**src/hdl/assert_macros.svh**
```systemverilog
// Assertion helpers shared by the jitter sequencer modules.
// Each macro expects clk and rst_n to be visible at the point of use.
`ifndef ASSERT_MACROS_SVH
`define ASSERT_MACROS_SVH

// A property that must hold at every clock edge outside reset.
`define AJS_ASSERT(lbl, prop, msg) \
  lbl: assert property (@(posedge clk) disable iff (!rst_n) (prop)) \
    else $error(msg);

// A condition that, once seen, must be followed by another on the next edge.
`define AJS_ASSERT_NEXT(lbl, ante, cons, msg) \
  lbl: assert property (@(posedge clk) disable iff (!rst_n) (ante) |=> (cons)) \
    else $error(msg);

`endif

```
**src/hdl/ajs_pkg.sv**
```systemverilog
package ajs_pkg;

  localparam int HANDLE_BITS   = 16;
  localparam int SEQ_BITS      = 8;
  localparam int LEVEL_BITS    = 11;
  localparam int CFG_IDX_BITS  = 2;
  localparam int CFG_DATA_BITS = 10;

  localparam logic [CFG_IDX_BITS-1:0] CFG_EXPECTED_FORMAT = 2'd0;
  localparam logic [CFG_IDX_BITS-1:0] CFG_PRIME_FRAMES    = 2'd1;
  localparam logic [CFG_IDX_BITS-1:0] CFG_MAX_QUEUED      = 2'd2;
  localparam logic [CFG_IDX_BITS-1:0] CFG_MAX_GAP_FILL    = 2'd3;

  localparam logic [7:0] RST_EXPECTED_FORMAT = 8'd0;
  localparam logic [9:0] RST_PRIME_FRAMES    = 10'd24;
  localparam logic [9:0] RST_MAX_QUEUED      = 10'd80;
  localparam logic [5:0] RST_MAX_GAP_FILL    = 6'd8;

  typedef enum logic [1:0] {
    ACT_FRAME = 2'd0,
    ACT_DRAIN = 2'd1,
    ACT_RESET = 2'd2
  } action_t;

  typedef enum logic [1:0] {
    KIND_SILENCE = 2'd0,
    KIND_DATA    = 2'd1,
    KIND_START   = 2'd2,
    KIND_CLEAR   = 2'd3
  } kind_t;

  typedef struct packed {
    logic [1:0]             action;
    logic [SEQ_BITS-1:0]    packet_seq;
    logic [7:0]             frames_in_packet;
    logic [7:0]             frame_index;
    logic [7:0]             format;
    logic [HANDLE_BITS-1:0] frame_handle;
  } in_item_t;

  typedef struct packed {
    logic [1:0]             kind;
    logic [HANDLE_BITS-1:0] out_handle;
    logic                   start_playback;
    logic                   last;
  } out_item_t;

  typedef enum logic [2:0] {
    S_IDLE,
    S_DECODE,
    S_FILL,
    S_DATA,
    S_FINISH
  } state_t;

  typedef struct packed {
    logic load;
    logic drain;
    logic clear;
    logic setup;
    logic step_silence;
    logic step_data;
    logic emit_start;
  } cmd_t;

  typedef struct packed {
    logic is_drain;
    logic is_reset;
    logic frame_ok;
    logic out_free;
    logic gap_left;
    logic data_pending;
    logic need_start;
  } status_t;

endpackage

```
**src/hdl/ajs_ctrl.sv**
```systemverilog
`include "assert_macros.svh"

module ajs_ctrl (
  input  logic             clk,
  input  logic             rst_n,
  input  logic             in_valid,
  output logic             in_ready,
  input  ajs_pkg::status_t status,
  output ajs_pkg::cmd_t    cmd
);

  ajs_pkg::state_t state_r;
  ajs_pkg::state_t state_nxt;

  always_ff @(posedge clk) begin
    if (!rst_n) begin
      state_r <= ajs_pkg::S_IDLE;
    end else begin
      state_r <= state_nxt;
    end
  end

  always_comb begin
    state_nxt = state_r;
    cmd       = '0;
    in_ready  = 1'b0;
    case (state_r)
      ajs_pkg::S_IDLE: begin
        in_ready = 1'b1;
        if (in_valid) begin
          cmd.load  = 1'b1;
          state_nxt = ajs_pkg::S_DECODE;
        end
      end
      ajs_pkg::S_DECODE: begin
        if (status.is_drain) begin
          cmd.drain = 1'b1;
          state_nxt = ajs_pkg::S_IDLE;
        end else if (status.is_reset) begin
          if (status.out_free) begin
            cmd.clear = 1'b1;
            state_nxt = ajs_pkg::S_IDLE;
          end
        end else if (status.frame_ok) begin
          cmd.setup = 1'b1;
          state_nxt = ajs_pkg::S_FILL;
        end else begin
          state_nxt = ajs_pkg::S_IDLE;
        end
      end
      ajs_pkg::S_FILL: begin
        // One silence attempt per cycle while the output register is free, until the gap counter runs out.
        if (status.gap_left) begin
          if (status.out_free) begin
            cmd.step_silence = 1'b1;
          end
        end else begin
          state_nxt = ajs_pkg::S_DATA;
        end
      end
      ajs_pkg::S_DATA: begin
        if (status.data_pending) begin
          if (status.out_free) begin
            cmd.step_data = 1'b1;
            state_nxt     = ajs_pkg::S_FINISH;
          end
        end else begin
          state_nxt = ajs_pkg::S_FINISH;
        end
      end
      ajs_pkg::S_FINISH: begin
        // A start with nothing queued for this request needs a result of its own.
        if (status.need_start) begin
          if (status.out_free) begin
            cmd.emit_start = 1'b1;
            state_nxt      = ajs_pkg::S_IDLE;
          end
        end else begin
          state_nxt = ajs_pkg::S_IDLE;
        end
      end
      default: begin
        state_nxt = ajs_pkg::S_IDLE;
      end
    endcase
  end

  `AJS_ASSERT(a_idle_no_work, state_r == ajs_pkg::S_IDLE |-> !status.gap_left && !status.data_pending, "idle with frame work left")

endmodule

```
**src/hdl/ajs_datapath.sv**
```systemverilog
`include "assert_macros.svh"

module ajs_datapath (
  input  logic                                 clk,
  input  logic                                 rst_n,
  input  ajs_pkg::in_item_t                    in_data,
  input  logic                                 cfg_valid,
  input  logic [ajs_pkg::CFG_IDX_BITS-1:0]     cfg_index,
  input  logic [ajs_pkg::CFG_DATA_BITS-1:0]    cfg_data,
  output logic                                 out_valid,
  input  logic                                 out_ready,
  output ajs_pkg::out_item_t                   out_data,
  input  ajs_pkg::cmd_t                        cmd,
  output ajs_pkg::status_t                     status
);

  logic [7:0] exp_format_r;
  logic [9:0] prime_r;
  logic [9:0] max_queued_r;
  logic [5:0] max_gap_r;

  ajs_pkg::in_item_t item_r, item_nxt;
  logic                              have_last_r, have_last_nxt;
  logic [ajs_pkg::SEQ_BITS-1:0]      last_seq_r, last_seq_nxt;
  logic                              primed_r, primed_nxt;
  logic [ajs_pkg::LEVEL_BITS-1:0]    level_r, level_nxt;
  logic [5:0]                        cnt_r, cnt_nxt;
  logic                              data_pend_r, data_pend_nxt;
  logic                              emitted_r, emitted_nxt;
  logic                              out_valid_r, out_valid_nxt;
  ajs_pkg::out_item_t                out_data_r, out_data_nxt;

  logic [ajs_pkg::SEQ_BITS-1:0]   fseq;
  logic [ajs_pkg::SEQ_BITS-1:0]   seq_dist;
  logic [6:0]                     missing;
  logic                           accept;
  logic                           fill;
  logic                           is_end;
  logic                           step;
  logic                           can_q;
  logic [ajs_pkg::LEVEL_BITS-1:0] level_inc;
  logic [ajs_pkg::LEVEL_BITS-1:0] max_ext;
  logic [ajs_pkg::LEVEL_BITS-1:0] prime_ext;
  logic                           more_after;
  logic                           last_emit;
  logic                           start_here;
  logic                           emit_now;

  always_ff @(posedge clk) begin
    if (!rst_n) begin
      exp_format_r <= ajs_pkg::RST_EXPECTED_FORMAT;
      prime_r      <= ajs_pkg::RST_PRIME_FRAMES;
      max_queued_r <= ajs_pkg::RST_MAX_QUEUED;
      max_gap_r    <= ajs_pkg::RST_MAX_GAP_FILL;
    end else if (cfg_valid) begin
      case (cfg_index)
        ajs_pkg::CFG_EXPECTED_FORMAT: exp_format_r <= cfg_data[7:0];
        ajs_pkg::CFG_PRIME_FRAMES:    prime_r      <= cfg_data[9:0];
        ajs_pkg::CFG_MAX_QUEUED:      max_queued_r <= cfg_data[9:0];
        ajs_pkg::CFG_MAX_GAP_FILL:    max_gap_r    <= cfg_data[5:0];
        default: begin
        end
      endcase
    end
  end

  // Frame sequence and its wrap-safe distance to the last accepted frame.
  assign fseq     = item_r.packet_seq - item_r.frames_in_packet + 8'd1 + item_r.frame_index;
  assign seq_dist = fseq - last_seq_r;
  assign missing  = seq_dist[6:0] - 7'd1;
  assign accept   = !have_last_r || ((seq_dist != 8'd0) && !seq_dist[7]);
  assign fill     = have_last_r && accept && (missing != 7'd0) &&
                    (missing <= {1'b0, max_gap_r});
  assign is_end   = (item_r.frame_index == (item_r.frames_in_packet - 8'd1));

  assign max_ext    = {1'b0, max_queued_r};
  assign prime_ext  = {1'b0, prime_r};
  assign level_inc  = level_r + 11'd1;
  assign step       = cmd.step_silence | cmd.step_data;
  assign can_q      = (level_r <= max_ext);
  // Nothing after this result can be queued if no attempt remains or the cap is hit.
  assign more_after = cmd.step_silence && ((cnt_r != 6'd1) || data_pend_r);
  assign last_emit  = !more_after || (level_inc > max_ext);
  assign start_here = last_emit && is_end && !primed_r && (level_inc >= prime_ext);
  assign emit_now   = cmd.clear | cmd.emit_start | (step & can_q);

  always_comb begin
    item_nxt      = item_r;
    have_last_nxt = have_last_r;
    last_seq_nxt  = last_seq_r;
    primed_nxt    = primed_r;
    level_nxt     = level_r;
    cnt_nxt       = cnt_r;
    data_pend_nxt = data_pend_r;
    emitted_nxt   = emitted_r;
    out_data_nxt  = out_data_r;
    out_valid_nxt = out_valid_r;

    if (cmd.load) begin
      item_nxt = in_data;
    end
    if (cmd.drain && (level_r != '0)) begin
      level_nxt = level_r - 11'd1;
    end
    if (cmd.clear) begin
      have_last_nxt = 1'b0;
      last_seq_nxt  = '0;
      primed_nxt    = 1'b0;
      level_nxt     = '0;
    end
    if (cmd.setup) begin
      cnt_nxt       = fill ? missing[5:0] : 6'd0;
      data_pend_nxt = accept;
      emitted_nxt   = 1'b0;
    end
    if (step && can_q) begin
      level_nxt   = level_inc;
      emitted_nxt = 1'b1;
      if (start_here) begin
        primed_nxt = 1'b1;
      end
    end
    if (cmd.step_silence) begin
      cnt_nxt = cnt_r - 6'd1;
    end
    if (cmd.step_data) begin
      data_pend_nxt = 1'b0;
      last_seq_nxt  = fseq;
      have_last_nxt = 1'b1;
    end
    if (cmd.emit_start) begin
      primed_nxt = 1'b1;
    end

    if (emit_now) begin
      out_valid_nxt = 1'b1;
    end else if (out_ready) begin
      out_valid_nxt = 1'b0;
    end

    if (cmd.clear) begin
      out_data_nxt.kind           = ajs_pkg::KIND_CLEAR;
      out_data_nxt.out_handle     = '0;
      out_data_nxt.start_playback = 1'b0;
      out_data_nxt.last           = 1'b1;
    end else if (cmd.emit_start) begin
      out_data_nxt.kind           = ajs_pkg::KIND_START;
      out_data_nxt.out_handle     = '0;
      out_data_nxt.start_playback = 1'b1;
      out_data_nxt.last           = 1'b1;
    end else if (step && can_q) begin
      out_data_nxt.kind           = cmd.step_silence ? ajs_pkg::KIND_SILENCE : ajs_pkg::KIND_DATA;
      out_data_nxt.out_handle     = cmd.step_silence ? '0 : item_r.frame_handle;
      out_data_nxt.start_playback = start_here;
      out_data_nxt.last           = last_emit;
    end
  end

  always_ff @(posedge clk) begin
    item_r     <= item_nxt;
    out_data_r <= out_data_nxt;
  end

  always_ff @(posedge clk) begin
    if (!rst_n) begin
      have_last_r <= 1'b0;
      last_seq_r  <= '0;
      primed_r    <= 1'b0;
      level_r     <= '0;
      cnt_r       <= '0;
      data_pend_r <= 1'b0;
      emitted_r   <= 1'b0;
      out_valid_r <= 1'b0;
    end else begin
      have_last_r <= have_last_nxt;
      last_seq_r  <= last_seq_nxt;
      primed_r    <= primed_nxt;
      level_r     <= level_nxt;
      cnt_r       <= cnt_nxt;
      data_pend_r <= data_pend_nxt;
      emitted_r   <= emitted_nxt;
      out_valid_r <= out_valid_nxt;
    end
  end

  assign out_valid = out_valid_r;
  assign out_data  = out_data_r;

  always_comb begin
    status              = '0;
    status.is_drain     = (item_r.action == ajs_pkg::ACT_DRAIN);
    status.is_reset     = (item_r.action == ajs_pkg::ACT_RESET);
    status.frame_ok     = (item_r.action == ajs_pkg::ACT_FRAME) &&
                          (item_r.format == exp_format_r) &&
                          (item_r.frames_in_packet != 8'd0) &&
                          (item_r.frame_index < item_r.frames_in_packet);
    status.out_free     = !out_valid_r || out_ready;
    status.gap_left     = (cnt_r != 6'd0);
    status.data_pending = data_pend_r;
    status.need_start   = is_end && !primed_r && !emitted_r && (level_r >= prime_ext);
  end

  `AJS_ASSERT(a_level_bound, level_r <= 11'd1024, "queue level beyond cap plus one")
  `AJS_ASSERT(a_start_is_last, out_valid_r && out_data_r.start_playback |-> out_data_r.last, "start flag on a result that is not last")
  `AJS_ASSERT_NEXT(a_clear_state, cmd.clear, level_r == '0 && !have_last_r && !primed_r, "reset request left tracking state")

endmodule

```
**src/hdl/audio_jitter_sequencer.sv**
```systemverilog
// One request at a time: a checked frame passes decode, fill, data and finish, with one
// silence result per missing frame of a filled gap (up to 63), and a frame with no gap
// has its result registered from data; a drain, reset or ignored request ends in decode.
// Each result step also waits while the output register is full and not taken.
// Reset (rst_n low, synchronous) restores the register defaults, clears tracking state
// and pauses playback; no clearing pass is needed.
module audio_jitter_sequencer (
  input  logic                              clk,
  input  logic                              rst_n,
  input  logic                              in_valid,
  output logic                              in_ready,
  input  ajs_pkg::in_item_t                 in_data,
  output logic                              out_valid,
  input  logic                              out_ready,
  output ajs_pkg::out_item_t                out_data,
  input  logic                              cfg_valid,
  output logic                              cfg_ready,
  input  logic [ajs_pkg::CFG_IDX_BITS-1:0]  cfg_index,
  input  logic [ajs_pkg::CFG_DATA_BITS-1:0] cfg_data
);

  ajs_pkg::cmd_t    cmd;
  ajs_pkg::status_t status;

  assign cfg_ready = 1'b1;

  ajs_ctrl u_ctrl (
    .clk      (clk),
    .rst_n    (rst_n),
    .in_valid (in_valid),
    .in_ready (in_ready),
    .status   (status),
    .cmd      (cmd)
  );

  ajs_datapath u_datapath (
    .clk       (clk),
    .rst_n     (rst_n),
    .in_data   (in_data),
    .cfg_valid (cfg_valid),
    .cfg_index (cfg_index),
    .cfg_data  (cfg_data),
    .out_valid (out_valid),
    .out_ready (out_ready),
    .out_data  (out_data),
    .cmd       (cmd),
    .status    (status)
  );

endmodule

```
**config.mk**
```make
export PLATFORM = sky130hd
export DESIGN_NAME = audio_jitter_sequencer
export DESIGN_NICKNAME = d
export VERILOG_FILES = /design/src/hdl/ajs_pkg.sv /design/src/hdl/ajs_ctrl.sv /design/src/hdl/ajs_datapath.sv /design/src/hdl/audio_jitter_sequencer.sv
export VERILOG_INCLUDE_DIRS = /design/src /design/src/hdl
export SDC_FILE = /design/constraint.sdc
export NUM_CORES = 1
export LEC_CHECK = 0
export BUFFER_PORTS_ARGS = -buffer_cell sky130_fd_sc_hd__buf_4
export CAP_MARGIN = 20
export CELL_PAD_IN_SITES_DETAIL_PLACEMENT = 0
export CELL_PAD_IN_SITES_GLOBAL_PLACEMENT = 1
export CORE_AREA = 2 2 147 149
export DETAILED_ROUTE_END_ITERATION = 8
export DIE_AREA = 0 0 149 151
export PLACE_DENSITY_LB_ADDON = 0.15
export RECOVER_POWER = 100
export SYNTH_ARGS = -nofsm -noshare
export SYNTH_HDL_FRONTEND = slang
export SYNTH_SLANG_ARGS = --single-unit
```
**constraint.sdc**
```tcl
create_clock -name clk -period 14.8 [get_ports clk]
set_clock_uncertainty 0.05 [all_clocks]
set_input_delay 0 -clock clk [delete_from_list [all_inputs] [get_ports clk]]
set_output_delay 0 -clock clk [all_outputs]
set_load 0.1 [all_outputs]
```
==> metrics.cfg, run 1 <==
[timing]
max-slew-margin-rel = -0.8288
fin_setup_tns_ps = 0
final_period_minus_worst_setup_slack_ps = 6266
setup_violators_final = 0
report.final.slew_viol_count = 131
rsz_0062_raised_after_global_routing = no
timing_worst_slew_pin_value_ps = 2743
part_of_the_cycle_the_worst_path_needs = 0.4234
timing.final.hold_violations = 0
maxClockFrequency_mhz = 159.6
worst_slack_ps = 8534
worst_hold_slack_ps = 21.75

[placement]
placedInstanceArea_um2 = 9129
portbufs = 88
place.detailed.instances = 1226
dp_hpwl_mm = 15.47
finalWeightedCongestion = 0.7978
post-place-ws_ps = 9226

[clock_tree]
htree_levels = 4
clkTransAtPathRegs_ps = 60
cts-buffers-inserted = 17
post_cts_resize_count = 0
cts_max_path_buffers = 2
cts_sinks = 137
insertion_delay_ps = 420
tritoncts = yes
clock-root-buffer = sky130_fd_sc_hd__clkbuf_16

[hold_path]
holdCritPathClass = in2reg

[final_layout]
postLayoutCoreUtil = 0.4912
fraction_of_layout_instances_using_a_drive_strength_above_1 = 0.1183
insertedDiodeCount = 0
final_area_um2 = 10230
finish.cell_count_without_fillers = 1323
num-fill-cells = 2061
area_delta_synth_final_pct = 24.00
finalNetCount = 1189

[worst_setup_path]
cpPeakStageDelay_ps = 1040
path_cells = fa_1 > inv_1 > ha_1 > xnor2_1 > ha_1 > fa_1 > xor2_1 > nor2b_1 > nor2b_1 > mux2i_1 > o2111ai_1 > or2_2 > ha_1 > and3_1 > a221oi_1 > a31oi_1 > nor4_1 > o2111ai_1 > a211oi_1
worstPathRequired_ps = 15080
crit_path_start_kind = flop
worst_path_most_repeated_cell = sky130_fd_sc_hd__ha_1
worstPathMaxFanout = 9
kind_of_capture_point_of_the_worst_setup_path = flop
data_arrival_time_at_the_worst_slack_endpoint_ps = 6550
critical_path_start_end_classification = reg2reg
cp_slowest_cell = sky130_fd_sc_hd__nor4_1

[routing]
drt_wl_total_mm = 21.15
drc_errors = 0
detail_route.wl_per_cell_um = 15.98
num_vias = 6812
drt_iter0_drc = 349
drt_first_pass_iters = 5
routed_via_density = 5.149
drt.antenna.violating_nets = 0

[floorplanning]
die_area_um2 = 22500
core-area_um2 = 20820
effective_utilization_at_floorplan = 0.3961
floorplan.io_pins = 90
die_x_um = 149
floorplan.die.height_um = 151
placement_rows = 53

[power]
powerDensity_nw_per_um2 = 114.5
leakagePower_nw = 4.258
max-vdd-ir-drop_uv = 79.47
power.combinational.fraction = 0.291
clock_power_share = 0.349
internal_power_uw = 772.9
net_load_switching_power_uw = 398.6
p_sw_frac = 0.3403
p_total_mw = 1.171
seq_power_share = 0.360

[job]
number_of_maximum_capacitance_constraint_violations = 3

[synth]
synth_nets = 1048
synthesis_warnings = 0
synth_cells = 894
postSynth.topFlopCell = sky130_fd_sc_hd__dfxtp_1
synth_enable_flop_cells = 50
ys_ff_latch = 137
part_of_the_yosys_area_used_for_sequential_elements = 0.3932
syn_area_um2 = 8248
post_synth_num_cell_types = 75
asyncSetResetFlopFracSynth = 0
syn_avg_cell_area_um2 = 9.226

[global_routing]
first_global_vias = 6741
grt_max_degree = 55
grt_usage = 0.1964
grt_antenna_before_repair = 1
grt_pass1_wl_mm = 34.31
globalRouteOverflowTotal = 0

[outcome]
violations = capacitance limit, slew limit
outcome = finished with violations

==> cell type report <==
class	count	area, um2	area share
clock inverters	14	130.1	0.01272
multi-input cells	641	4512	0.4412
flip-flops and latches	137	3243	0.3171
well taps	275	344.1	0.03364
repair buffers	158	1259	0.1231
clock buffers	18	439.2	0.04294
inverters	80	300.3	0.02936
==> registers in the layout, summed over array words and instances (netlist names), 3 cells and up <==
register                 flops
u_datapath.last_seq_r        8
u_ctrl.state_r               3
u_datapath.cnt_r             6
u_datapath.prime_r          10
u_datapath.max_queued_r     10
u_datapath.item_r           50
u_datapath.out_data         20
u_datapath.max_gap_r         6
u_datapath.level_r          11
u_datapath.exp_format_r      8
==> per-layer routing <==
metal | GRT usage | vias to the layer above | share of wire
li1 | - | 3453 | -
met1 | 0.2375 | 3188 | 0.44
met2 | 0.3576 | 148 | 0.51
met3 | 0.03373 | 23 | 0.039
met4 | 0.05810 | 0 | 0.014
met5 | 0 | - | 0
==> cells in the mapped netlist (all sizes together) (6+ instances only) <==
| cell type | n | area share |
|---|---|---|
| a31oi | 10 | 0.0076 |
| nand2b | 11 | 0.0083 |
| a211oi | 9 | 0.0088 |
| xor2 | 16 | 0.017 |
| ha | 79 | 0.12 |
| nor2 | 70 | 0.032 |
| clkbuf | 22 | 0.010 |
| nand3 | 47 | 0.029 |
| dfxtp | 87 | 0.21 |
| nor2b | 12 | 0.0091 |
| edfxtp | 50 | 0.18 |
| o21ai | 27 | 0.016 |
| nand2 | 82 | 0.038 |
| xnor2 | 23 | 0.025 |
| nor4 | 10 | 0.011 |
| fa | 8 | 0.019 |
| or2 | 8 | 0.0061 |
| nor3 | 20 | 0.013 |
| a21o | 6 | 0.0055 |
| o21a | 11 | 0.010 |
| nand4 | 8 | 0.0061 |
| o211ai | 7 | 0.0064 |
| and3 | 9 | 0.0068 |
| inv | 80 | 0.036 |
| buf | 14 | 0.011 |
| a21oi | 71 | 0.049 |
| mux2i | 26 | 0.032 |
==> worst paths after layout <==
kind	startpoint	end	slack (ps)	cells past startpoint
hold / removal	out_ready	u_datapath.out_valid	20	3
setup reg to reg	u_datapath.item_r[32]	u_datapath.cnt_r[5]	8530	19
hold reg to reg	u_datapath.out_data[1]	u_datapath.out_data[1]	400	2
setup / recovery	u_datapath.item_r[32]	u_datapath.cnt_r[5]	8530	19
==> critical path: cells and delay by family, from the launching register on <==
family                     cells  cell delay [ps]
buffers and inverters          1               50
xor gates and xnor gates       2              460
and+or+nand+nor                5             2090
AOI/OAI and AO/OA              5             1060
adders and majority gates      5             1740
muxes                          1              220
DFF                            1              500
==> power by group through the flow <==
| stage | registers (mW) | logic (mW) | clock network (mW) |
|---|---|---|---|
| 6_report | 0.421 | 0.341 | 0.409 |
| 5_1_grt | 0.424 | 0.382 | 0.433 |
| 4_1_cts | 0.421 | 0.351 | 0.420 |
| 3_5_place_dp | 0.429 | 0.336 | 0 |
| 3_3_place_gp | 0.429 | 0.337 | 0 |
| 2_1_floorplan | 0.439 | 0.236 | 0 |
==> layout by cell type (no fill, tap or decap), drive strengths merged, types with 26 or more instances in the layout <==
cell type	Yosys	routed
clkbuf	22	96
a21oi	71	71
edfxtp	50	50
mux2i	26	26
dfxtp	87	87
dlygate4sd3	0	63
nand3	47	47
ha	79	79
nand2	82	82
o21ai	27	27
nor2	70	70
inv	80	86
==> cells by family after synthesis <==
family	share of synthesized area
simple gates	0.1857
fa+ha+maj	0.1393
other cells	0.0004547
flops	0.3932
xor+xnor	0.04505
compound gates	0.1475
buf+inv	0.05734
mux	0.03155
==> repair_timing <==
| item | CTS | global route |
|---|---|---|
| endpoints found under the hold margin | 93 | 0 |
| setup buffers | 0 | 0 |
| hold buffers | 63 | 0 |
Note: power is estimated with default switching activity, not from simulation.
==> run 2: changes to the inputs <==
==> constraint.sdc (replaced) <==
create_clock -name clk -period 5.8 [get_ports clk]
set_clock_uncertainty 0.05 [all_clocks]
set_input_delay 0 -clock clk [delete_from_list [all_inputs] [get_ports clk]]
set_output_delay 0 -clock clk [all_outputs]
set_load 0.1 [all_outputs]
==> run 2 against run 1 <==
Compared with the run above: the run still ends with capacitance limit, slew limit left; via count shrank 0.62%; sequential share of layout area shrank 0.17 points; sequential power grew to 2.6 times the previous value; largest cell class unchanged; highest routed layer unchanged; wire length grew 0.64%; power grew to 2.6 times the previous value; critical path depth grew 3; utilization grew 0.26 points; global-route usage shrank 0.16 points; non-clock buffer count grew 3.
==> metrics.cfg, run 2 (synthesis results as in run 1) <==
[worst_setup_path]
worstPathMaxFanout = 12  ; +3
path_cells = fa_1 > inv_1 > ha_1 > nor2b_1 > o21ai_0 > a21boi_0 > nor2_1 > ha_4 > o21ai_1 > a21oi_1 > and2_1 > o21ai_0 > o311ai_0 > or2_2 > ha_1 > and3_1 > a221oi_1 > a31oi_1 > nor4_4 > buf_4 > a31oi_1 > a211oi_1
crit_path_start_kind = flop
ff2ff_path_depth = 22  ; +3
cpPeakStageDelay_ps = 550  ; -490 ps
worstPathRequired_ps = 6090  ; -8990 ps
kind_of_capture_point_of_the_worst_setup_path = flop
data_arrival_time_at_the_worst_slack_endpoint_ps = 5640  ; -910 ps
cp_slowest_cell = sky130_fd_sc_hd__fa_1
critical_path_start_end_classification = reg2reg

[final_layout]
insertedDiodeCount = 0  ; unchanged
top_register = u_datapath.item_r
layout_commonest_cell = sky130_fd_sc_hd__dfxtp_1
finalNetCount = 1192  ; +0.25%
largest_register_ffs = 50  ; unchanged
postLayoutCoreUtil = 0.4938  ; +0.002584
mostFrequentLayoutCells = sky130_fd_sc_hd__dfxtp_1, sky130_fd_sc_hd__nand2_1, sky130_fd_sc_hd__inv_1, sky130_fd_sc_hd__ha_1, sky130_fd_sc_hd__nor2_1
fraction_of_layout_instances_using_a_drive_strength_above_1 = 0.1237  ; +0.005371
area_delta_synth_final_pct = 24.65

[placement]
dp_hpwl_mm = 15.47  ; about the same
portbufs = 88  ; unchanged
finalWeightedCongestion = 0.7908  ; -0.88%

[clock_tree]
tritoncts = yes
clock-root-buffer = sky130_fd_sc_hd__clkbuf_16
cts_max_path_buffers = 2  ; unchanged
cts-buffers-inserted = 17  ; unchanged
htree_levels = 4  ; unchanged
clkTransAtPathRegs_ps = 70  ; about the same
insertion_delay_ps = 420  ; about the same
cts_sinks = 137  ; unchanged

[timing]
fin_setup_tns_ps = 0  ; unchanged
final_period_minus_worst_setup_slack_ps = 5350  ; -915.2 ps
timing.final.hold_violations = 0  ; unchanged
timing_worst_slew_pin_value_ps = 2779  ; +35.84 ps
max-slew-margin-rel = -0.8527  ; -0.02389
report.final.slew_viol_count = 131  ; unchanged
setup_violators_final = 0  ; unchanged
part_of_the_cycle_the_worst_path_needs = 0.9225  ; +0.4991
maxClockFrequency_mhz = 186.9  ; +17%

[routing]
drt_wl_total_mm = 21.28  ; +0.64%
drc_errors = 0  ; unchanged
top_layer = met4
met3RoutedLength_um = 762  ; -6.5%
drt_first_pass_iters = 5  ; unchanged
routed_length_on_met1_mm = 9.571  ; +3.6%
routed_via_density = 5.106  ; -0.84%
drt_iter0_drc = 343  ; -1.7%
drt.antenna.violating_nets = 0  ; unchanged
num_vias = 6770  ; -0.62%
wl_met2_mm = 10.66  ; -1.3%
detail_route.wl_per_cell_um = 16.05  ; +0.41%

[floorplanning]
die_x_um = 149  ; unchanged
effective_utilization_at_floorplan = 0.3961  ; unchanged
floorplan.die.height_um = 151  ; unchanged
placement_rows = 53  ; unchanged
core-area_um2 = 20820  ; unchanged
floorplan.io_pins = 90  ; unchanged
die_area_um2 = 22500  ; unchanged

[hold_path]
holdCritPathClass = in2reg
holdPathStages = 4  ; +1

[global_routing]
grt_antenna_before_repair = 0  ; -1
grt_max_degree = 55  ; unchanged
grt_pass1_wl_mm = 34.27  ; -0.14%
globalRouteOverflowTotal = 0  ; unchanged
first_global_vias = 6717  ; -0.36%
grt_usage = 0.1949  ; -0.001565

[power]
seq_power_share = 0.354  ; -0.006
clock_power_share = 0.351  ; +0.002
p_sw_frac = 0.3424  ; +0.002101
leakagePower_nw = 4.256  ; about the same
max-vdd-ir-drop_uv = 216.7  ; +170%
net_load_switching_power_mw = 1.040  ; +160%
internal_power_mw = 1.997  ; +160%
power.combinational.fraction = 0.295  ; +0.004
powerDensity_nw_per_um2 = 295.4  ; +160%

[outcome]
outcome = finished with violations
violations = capacitance limit, slew limit

[job]
number_of_maximum_capacitance_constraint_violations = 3  ; unchanged

-- run 2: cell count changes in the layout (fill, tap and decap cells not counted), moves of 3 or more --
cell,previous run,this run
sky130_fd_sc_hd__dlygate4sd3_1,63,66
sky130_fd_sc_hd__a21oi_1,63,60
sky130_fd_sc_hd__clkinvlp_4,1,4
sky130_fd_sc_hd__a21oi_2,8,11
sky130_fd_sc_hd__clkinv_4,4,1
-- run 2: layer usage --
metal	vias up	GRT usage
li1	3459	-
met1	3158	0.2351
met2	131	0.3597
met3	22	0.03223
met4	0	0.05095
met5	-	0
-- run 2: worst max-delay path: cells and delay by family, from the launching register on --
| family | cells | cell delay [ps] |
|---|---|---|
| compound gates | 10 | 1560 |
| fa+ha+maj | 4 | 1460 |
| buf+inv | 2 | 260 |
| flops | 1 | 500 |
| simple gates | 6 | 1410 |
-- run 2: per-stage QoR --
| stage | std cells | area, um2 | setup WS [ps] | total power [mW] | hold WS [ps] |
|---|---|---|---|---|---|
| finish | 1326 | 10280 | 449.6 | 3.037 | 25.75 |
| global route | 1326 | 10280 | -15.10 | 3.213 | 26.37 |
| CTS | 1324 | 10370 | 231.1 | 3.062 | 2.933 |
| detailed placement | 1226 | 9129 | 223.7 | 1.953 | 129.3 |
| global placement | 1226 | 9129 | 369.4 | 1.956 | 128.1 |
| floorplan | 894 | 8248 | 750.0 | 1.723 | 48.87 |
-- run 2: final timing paths --
path	start	end	slack (ps)
worst max-delay path	u_datapath.item_r[34]	u_datapath.cnt_r[5]	450
worst min-delay path	in_valid	u_ctrl.state_r[2]	30
worst max register to register	u_datapath.item_r[34]	u_datapath.cnt_r[5]	450
worst min register to register	u_datapath.out_data[3]	u_datapath.out_data[3]	400
-- run 2: layout make-up --
type / instances / area, um2
fill: 2072 / 10540
multi-input combinational: 641 / 4554
sequential: 137 / 3243
timing repair buffer: 161 / 1261
clock buffer: 18 / 450.4
tap: 275 / 344.1
inverter: 80 / 300.3
clock inverter: 14 / 127.6
-- run 2: timing repair --
action                                  4_1_cts  5_1_grt
buffers inserted                              0        1
endpoints found under the setup margin        0        6
resized for setup                             0        6
hold buffers                                 66        0
endpoints found under the hold margin        94        0
-- run 2: power groups by stage --
stage / clock network (mW) / logic [mW] / registers [mW]
2_1_floorplan: 0 / 0.603 / 1.12
3_5_place_dp: 0 / 0.858 / 1.10
3_3_place_gp: 0 / 0.861 / 1.09
6_report: 1.07 / 0.895 / 1.08
5_1_grt: 1.13 / 1.01 / 1.08
4_1_cts: 1.09 / 0.898 / 1.07
